**src/design/stt_pkg.sv**
```systemverilog
// Package for the session token table: request, status and register codes.
// No dependencies; compiled first.
package stt_pkg;
  localparam logic [2:0] REQ_CREATE = 3'd0;
  localparam logic [2:0] REQ_AUTH   = 3'd1;
  localparam logic [2:0] REQ_GRANT  = 3'd2;
  localparam logic [2:0] REQ_REVOKE = 3'd3;
  localparam logic [2:0] REQ_RVKALL = 3'd4;
  localparam logic [2:0] REQ_QUERY  = 3'd5;

  localparam logic [1:0] GATE_OK      = 2'd0;
  localparam logic [1:0] GATE_NO_SESS = 2'd1;
  localparam logic [1:0] GATE_BAD_CSRF = 2'd2;
  localparam logic [1:0] GATE_NO_GRANT = 2'd3;

  localparam logic [1:0] LVL_WRITE  = 2'd1;
  localparam logic [1:0] LVL_UPDATE = 2'd2;

  localparam logic [1:0] REG_SRC_READY = 2'd0;
  localparam logic [1:0] REG_SESS_LIFE = 2'd1;
  localparam logic [1:0] REG_GRANT_LIFE = 2'd2;

  // ceil(2^38 / 1000): x / 1000 == (x * MS_RECIP) >> 38 for any 32-bit x
  localparam logic [28:0] MS_RECIP = 29'd274877907;

  typedef struct packed {
    logic [2:0]  req_type;
    logic [63:0] now_ms;
    logic [31:0] epoch;
    logic        sid_present;
    logic [63:0] sid;
    logic        csrf_present;
    logic [63:0] csrf;
    logic [1:0]  access_level;
    logic [63:0] random_sid;
    logic [63:0] random_csrf;
  } req_t;

  typedef struct packed {
    logic        success;
    logic [1:0]  gate_status;
    logic [63:0] token_out;
    logic [63:0] csrf_out;
    logic [22:0] remaining_s;
    logic        grant_active;
    logic [3:0]  live_count;
  } rsp_t;
endpackage

```
**src/design/stt_req_if.sv**
```systemverilog
// Valid/ready channel carrying one session table request.
// Depends on stt_pkg.
interface stt_req_if;
  logic          valid;
  logic          ready;
  stt_pkg::req_t data;
  modport source (output valid, output data, input ready);
  modport sink (input valid, input data, output ready);
endinterface

```
**src/design/stt_rsp_if.sv**
```systemverilog
// Valid/ready channel carrying one session table result.
// Depends on stt_pkg.
interface stt_rsp_if;
  logic          valid;
  logic          ready;
  stt_pkg::rsp_t data;
  modport source (output valid, output data, input ready);
  modport sink (input valid, input data, output ready);
endinterface

```
**src/design/session_token_table_top.sv**
```systemverilog
// Session token table: slot storage, reap/search sequencer and APB registers.
// Depends on stt_pkg, stt_req_if and stt_rsp_if.
//
// Usage:
//   req is a valid/ready channel; one request transaction yields exactly one
//   result transaction on rsp. Registers are written through the APB port
//   (0x0 source ready, 0x4 session lifetime, 0x8 grant lifetime).
//   A request runs one reap pass over SLOT_COUNT slots, one search pass over
//   SLOT_COUNT slots through a shared 64-bit compare/subtract unit, then an
//   action step; a query that hits adds a divide step (S_DIV) for the seconds
//   value, a reciprocal multiply by 1/1000. Unknown kinds go straight to the
//   result. req is not ready from acceptance until the result is taken; the
//   result is held in an output register while the receiver stalls.
//   Reset (rst, synchronous) empties every slot and loads register defaults.
module session_token_table_top #(
  parameter int SLOT_COUNT = 8,
  parameter int TOKEN_BITS = 64
) (
  input  logic        clk,
  input  logic        rst,
  stt_req_if.sink     req,
  stt_rsp_if.source   rsp,
  input  logic        psel,
  input  logic        penable,
  input  logic        pwrite,
  input  logic [3:0]  paddr,
  input  logic [31:0] pwdata,
  output logic [31:0] prdata,
  output logic        pready
);
  import stt_pkg::*;

  localparam int IW = (SLOT_COUNT > 1) ? $clog2(SLOT_COUNT) : 1;
  localparam int CW = $clog2(SLOT_COUNT + 1);
  localparam logic [63:0] TMASK = {64{1'b1}} >> (64 - TOKEN_BITS);

  localparam logic [2:0] S_IDLE = 3'd0;
  localparam logic [2:0] S_REAP = 3'd1;
  localparam logic [2:0] S_SRCH = 3'd2;
  localparam logic [2:0] S_ACT  = 3'd3;
  localparam logic [2:0] S_DIV  = 3'd4;
  localparam logic [2:0] S_OUT  = 3'd5;

  logic        src_ready;
  logic [31:0] sess_life;
  logic [31:0] grant_life;

  logic [SLOT_COUNT-1:0] used;
  logic [63:0] s_tok [SLOT_COUNT];
  logic [63:0] s_csrf [SLOT_COUNT];
  logic [63:0] s_created [SLOT_COUNT];
  logic [63:0] s_grant [SLOT_COUNT];
  logic [31:0] s_epoch [SLOT_COUNT];

  logic [2:0]    state;
  logic [IW-1:0] idx;
  req_t          r;
  rsp_t          o;
  logic          first_hit, last_hit, free_hit, old_valid;
  logic [IW-1:0] first_idx, last_idx, free_idx, old_idx;
  logic [63:0]   old_time;
  logic [CW-1:0] live;
  logic [SLOT_COUNT-1:0] match;
  logic [31:0]   rem;

  // shared unit: elapsed = now - created[idx]
  logic [63:0] elapsed;
  logic        expired, is_match;
  logic [IW-1:0] act_idx;
  logic [64:0] gsum;
  logic [60:0] dprod;

  assign elapsed  = r.now_ms - s_created[idx];
  assign expired  = elapsed >= {32'd0, sess_life};
  assign is_match = used[idx] && r.sid_present && (s_tok[idx] == r.sid);
  assign act_idx  = (r.req_type == REQ_AUTH) ? (is_match ? idx : last_idx)
                                             : (first_hit ? first_idx : idx);
  assign gsum     = {1'b0, r.now_ms} + {33'd0, grant_life};
  assign dprod    = {29'd0, rem} * {32'd0, MS_RECIP};

  assign pready = 1'b1;
  always_comb begin
    case (paddr[3:2])
      REG_SRC_READY:  prdata = {31'd0, src_ready};
      REG_SESS_LIFE:  prdata = sess_life;
      REG_GRANT_LIFE: prdata = grant_life;
      default:        prdata = 32'd0;
    endcase
  end

  assign req.ready = (state == S_IDLE);
  assign rsp.valid = (state == S_OUT);
  assign rsp.data  = o;

  always_ff @(posedge clk) begin
    if (rst) begin
      src_ready  <= 1'b0;
      sess_life  <= 32'd1800000;
      grant_life <= 32'd300000;
    end else if (psel && penable && pwrite) begin
      case (paddr[3:2])
        REG_SRC_READY:  src_ready  <= pwdata[0];
        REG_SESS_LIFE:  sess_life  <= pwdata;
        REG_GRANT_LIFE: grant_life <= pwdata;
        default: ;
      endcase
    end
  end

  always_ff @(posedge clk) begin
    if (rst) begin
      state <= S_IDLE;
      used  <= '0;
      idx   <= '0;
    end else begin
      case (state)
        S_IDLE: begin
          if (req.valid) begin
            r <= req.data;
            o <= '0;
            idx <= '0;
            first_hit <= 1'b0; last_hit <= 1'b0;
            free_hit <= 1'b0; old_valid <= 1'b0;
            first_idx <= '0; last_idx <= '0; free_idx <= '0; old_idx <= '0;
            old_time <= '0;
            live <= '0;
            match <= '0;
            state <= (req.data.req_type > REQ_QUERY) ? S_OUT : S_REAP;
          end
        end
        S_REAP: begin
          if (used[idx] && (s_epoch[idx] != r.epoch || expired))
            used[idx] <= 1'b0;
          if (idx == IW'(SLOT_COUNT - 1)) begin
            idx <= '0;
            state <= S_SRCH;
          end else idx <= idx + 1'b1;
        end
        S_SRCH: begin
          if (is_match) begin
            match[idx] <= 1'b1;
            last_hit <= 1'b1; last_idx <= idx;
            if (!first_hit) begin
              first_hit <= 1'b1; first_idx <= idx;
            end
          end
          if (used[idx]) live <= live + 1'b1;
          if (!used[idx] && !free_hit) begin
            free_hit <= 1'b1; free_idx <= idx;
          end
          if (!old_valid || s_created[idx] < old_time) begin
            old_valid <= 1'b1; old_idx <= idx; old_time <= s_created[idx];
          end
          if (idx == IW'(SLOT_COUNT - 1)) begin
            idx <= act_idx;
            state <= S_ACT;
          end else idx <= idx + 1'b1;
        end
        S_ACT: begin
          state <= S_OUT;
          case (r.req_type)
            REQ_CREATE: if (src_ready) begin
              used[free_hit ? free_idx : old_idx]      <= 1'b1;
              s_tok[free_hit ? free_idx : old_idx]     <= r.random_sid & TMASK;
              s_csrf[free_hit ? free_idx : old_idx]    <= r.random_csrf & TMASK;
              s_created[free_hit ? free_idx : old_idx] <= r.now_ms;
              s_grant[free_hit ? free_idx : old_idx]   <= '0;
              s_epoch[free_hit ? free_idx : old_idx]   <= r.epoch;
              o.success   <= 1'b1;
              o.token_out <= r.random_sid & TMASK;
              o.csrf_out  <= r.random_csrf & TMASK;
            end
            REQ_AUTH: begin
              if (!last_hit) o.gate_status <= GATE_NO_SESS;
              else if ((r.access_level == LVL_WRITE || r.access_level == LVL_UPDATE)
                       && !(r.csrf_present && r.csrf == s_csrf[idx]))
                o.gate_status <= GATE_BAD_CSRF;
              else if (r.access_level == LVL_UPDATE && !(r.now_ms < s_grant[idx]))
                o.gate_status <= GATE_NO_GRANT;
            end
            REQ_GRANT: if (first_hit) begin
              s_grant[idx] <= gsum[64] ? {64{1'b1}} : gsum[63:0];
              o.success <= 1'b1;
            end
            REQ_REVOKE: used <= used & ~match;
            REQ_RVKALL: used <= '0;
            REQ_QUERY: begin
              o.live_count <= 4'(live);
              if (first_hit) begin
                o.success      <= 1'b1;
                o.csrf_out     <= s_csrf[idx];
                o.grant_active <= r.now_ms < s_grant[idx];
                rem   <= sess_life - elapsed[31:0];
                state <= S_DIV;
              end
            end
            default: ;
          endcase
        end
        S_DIV: begin
          o.remaining_s <= dprod[60:38];
          state <= S_OUT;
        end
        S_OUT: if (rsp.ready) state <= S_IDLE;
        default: state <= S_IDLE;
      endcase
    end
  end
endmodule

```
**src/flat_wrapper.sv**
```systemverilog
// flat-port wrapper written by rule: the top's interface ports become plain ports
module session_token_table_top_flat import stt_pkg::*;
#(
  parameter int SLOT_COUNT = 8,
  parameter int TOKEN_BITS = 64
)
  (clk, rst, psel, penable, pwrite, paddr, pwdata, prdata, pready, req_valid, req_data, req_ready, rsp_valid, rsp_data, rsp_ready);
  stt_req_if req_i ();
  stt_rsp_if rsp_i ();
  input  logic clk;
  input  logic rst;
  input  logic psel;
  input  logic penable;
  input  logic pwrite;
  input  logic [3:0] paddr;
  input  logic [31:0] pwdata;
  output logic [31:0] prdata;
  output logic pready;
  input wire logic [$bits(req_i.valid)-1:0] req_valid;
  input wire logic [$bits(req_i.data)-1:0] req_data;
  output wire logic [$bits(req_i.ready)-1:0] req_ready;
  output wire logic [$bits(rsp_i.valid)-1:0] rsp_valid;
  output wire logic [$bits(rsp_i.data)-1:0] rsp_data;
  input wire logic [$bits(rsp_i.ready)-1:0] rsp_ready;
  assign req_i.valid = req_valid;
  assign req_i.data = req_data;
  assign req_ready = req_i.ready;
  assign rsp_valid = rsp_i.valid;
  assign rsp_data = rsp_i.data;
  assign rsp_i.ready = rsp_ready;
  session_token_table_top #(.SLOT_COUNT(SLOT_COUNT), .TOKEN_BITS(TOKEN_BITS)) u_core (.clk(clk), .rst(rst), .req(req_i), .rsp(rsp_i), .psel(psel), .penable(penable), .pwrite(pwrite), .paddr(paddr), .pwdata(pwdata), .prdata(prdata), .pready(pready));
endmodule
```
**config.mk**
```make
export PLATFORM = sky130hd
export DESIGN_NAME = session_token_table_top_flat
export DESIGN_NICKNAME = d
export VERILOG_FILES = /design/src/design/stt_pkg.sv /design/src/design/stt_req_if.sv /design/src/design/stt_rsp_if.sv /design/src/design/session_token_table_top.sv /design/src/flat_wrapper.sv
export SDC_FILE = /design/constraint.sdc
export NUM_CORES = 2
export LEC_CHECK = 0
export ABC_AREA = 0
export BUFFER_PORTS_ARGS = -buffer_cell sky130_fd_sc_hd__buf_2
export CORE_MARGIN = 3
export CORE_UTILIZATION = 40
export CTS_CLUSTER_DIAMETER = 50
export CTS_CLUSTER_SIZE = 16
export DETAILED_ROUTE_END_ITERATION = 12
export SLEW_MARGIN = 20
export SYNTH_ARGS = -nofsm -noshare
export SYNTH_HDL_FRONTEND = slang
export SYNTH_SLANG_ARGS = --single-unit
```
**constraint.sdc**
```tcl
create_clock -name clk -period 21.3 [get_ports clk]
set_clock_uncertainty 0.1 [all_clocks]
set_input_delay 4.26 -clock clk [delete_from_list [all_inputs] [get_ports clk]]
set_output_delay 4.26 -clock clk [all_outputs]
set_load 0.01 [all_outputs]
```
==> results.md <==
- Initial antenna violation count: 39
- Half-perimeter wire length after placement: 231600 um
- Worst-path clk slew: 60 ps
- Root Driver: clkbuf_16
- PostCTS Resize Cnt: 0
- Crit path max fanout: 24
- Static leakage: 0.05710 uW
- Main synth FF type: edfxtp_1
- FMAX: 100.7 MHz
- DIE AREA: 355100 sq um
- Iteration-0 DRC Markers: 6768
- Mux share of post-synthesis cell area: 11.59%
- GRT overflow: 0
- Clock Sinks: 3027
- Drt wl/cell: 25.69 um
- Synth Area in XOR/XNOR: 1.799%
- Worst setup SP type: input pin
- Element type at the critical path end: output pin
- Status: complete, no violations
- Worst Setup EP: prdata[8]
- Post-synth ARST share: 0%
- Synthesis-to-layout area growth: 14.79%
- Initial Utilization: 40.40%
- Commonest non-fill, non-tap cell in the layout: edfxtp_1
- Average size of a mapped cell: 16.67 sq um
- Most frequent cells in the layout: edfxtp_1, inv_1, ha_1
- H-tree levels: 5
- Io pins: 596
- PwrDens: 88.08 nW/um^2
- Clk buf depth: 4
- First-pass iteration count of the detailed router: 5
- R2R depth: 26
- Hold Vio Cnt, Final: 0
- Nets: 10510
- RePlAce Congestion: 0.8889
- IO Port Bufs: 592
- Period utilization: 46.62%
- Slew headroom: 29.40%
- Max Slew Vio Count: 0
- Die Y: 595.9 um
- Final ANT Viol Nets: 0
- Synthesized cell area: 139200 sq um
- Seq cells post-synth: 3027
- Hold_buf cts: 0
- TritonCTS clock tree: done
- Setup violators final: 0
- Slew @ Worst Pin: 1056 ps
- EDFF count, synth: 2945
- Hold_ws: 414.9 ps
- Reg-to-Reg End: u_core.used[1]
- Synth Area in Adders: 10.40%
- Req. time, crit path: 16940 ps
- Via-per-instance ratio: 5.464
- # Post-CTS Setup Buffers: 0
- Maxcap violations: 0
- Via count: 76430
- Crit path arrival time: 5570 ps
- Sequential fraction of the synthesis area: 64.71%
- Unrepaired setup endpoints after global routing: false
- R2R Setup Slk: 12030 ps
- Core footprint: 344600 sq um
- Largest net degree at the start of global routing: 155
- VDD IR-drop max: 71.32 uV
- Non-Filler Instances: 13990
- Minimum clock period: 9929 ps
- Mapped Cells: 8349
- Cell variety after synth: 87
- Syn nets: 9728
- GR Util All Layers: 19.95%
- Die width: 595.9 um
- Largest family of logic cells by synthesized area: multiplexers
- Vias in the first global route: 79090
- Layout cell share with drive strength beyond 1: 21.08%
- Num CTS Buffers: 338
- Synth warn: 0
- Total negative slack: 0 ps
- Hold Crit Class: flip-flop to flip-flop
- Post-Route WL: 359300 um
- FP Rows: 215
- Critical Path Start: paddr[3]
- Placed cell count: 13350
- Clk_lat worst skew: 920 ps
- CP Class: input pin to output pin
- DRC Markers: 0
- Global-route wire length before repair: 529700 um
- Simple-Gate Fraction of Synth Area: 3.973%
- Compound-gate portion of the synthesized area: 4.428%
-- registers in the layout, indices dropped and copies added, names as in the netlist, 64 cells and up, named ones only --
signal	cells
u_core.s_created	512
u_core.s_csrf	512
u_core.s_grant	512
u_core.s_tok	512
u_core.r	359
u_core.s_epoch	256
u_core.rsp.data	159
u_core.old_time	64
-- synth_stat cells (all sizes together), types with 140 or more instances --
library cell,n,area share (%)
edfxtp,2945,64
inv,773,2.1
ha,676,6.1
mux4,576,9.4
nor2,347,0.94
a21oi,341,1.2
mux2i,307,2.2
fa,301,4.3
nand2,258,0.70
clkbuf,177,0.48
xnor2,154,0.97
o21ai,146,0.52
buf,140,0.53
-- per-stage QoR --
stage	cell area, sq um	utilization (%)	total power (uW)	worst slack, ps
after CTS	159700	46.36	14220	11400
after global placement	148100	42.99	8215	11410
after floorplan	139200	-	7780	409.3
final	159800	46.37	14080	11370
after global routing	159800	46.37	14580	11310
after detailed placement	148100	42.99	8236	11400
-- worst max-delay path, cell delays in order --
cell and delay [ps]:
buf_2 140, nor2b_2 410, buf_4 370, a22o_1 230, buf_2 150
-- power breakdown --
group          switching (uW)  internal (uW)  total [uW]
sequential               92.9           6620        6710
combinational             838            561        1400
clock                    2560           3400        5970
total                    3490          10600       14100
-- final cells by class --
cell class | count | area (sq um)
fillers | 29560 | 184800
clock inverters | 257 | 2895
well taps | 4557 | 5702
clock buffers | 370 | 8706
diodes | 12 | 30.03
repair buffers | 759 | 4410
flip-flops and latches | 3027 | 90090
inverters | 773 | 2902
multi-input cells | 4232 | 45060
-- how the worst min path moves through the flow --
stage / startpoint / end / slack (ps) / depth (start not counted)
floorplan: u_core.sess_life[31] / u_core.sess_life[31] / 350 / 2
global placement: u_core.sess_life[31] / u_core.sess_life[31] / 390 / 2
detailed placement: u_core.sess_life[31] / u_core.sess_life[31] / 400 / 2
CTS: u_core.sess_life[31] / u_core.sess_life[31] / 410 / 2
global route: u_core.grant_life[6] / u_core.grant_life[6] / 460 / 2
finish: u_core.sess_life[31] / u_core.sess_life[31] / 410 / 2
-- per-layer routing --
| metal | vias to the layer above | GRT usage, % | share of wire [%] |
|---|---|---|---|
| met3 | 555 | 2.449 | 5.7 |
| met2 | 2563 | 32.88 | 48 |
| met1 | 39630 | 27.83 | 43 |
| met5 | - | 0 | 0.0075 |
| li1 | 33680 | - | - |
| met4 | 4 | 5.884 | 3.0 |
-- cell families after synthesis --
kind of cell    after synthesis
flops                      3027
simple gates               1125
buf+inv                    1090
fa+ha+maj                   977
compound gates              956
mux                         887
xor+xnor                    286
other cells                   1
(Power assumes the default switching activity.)
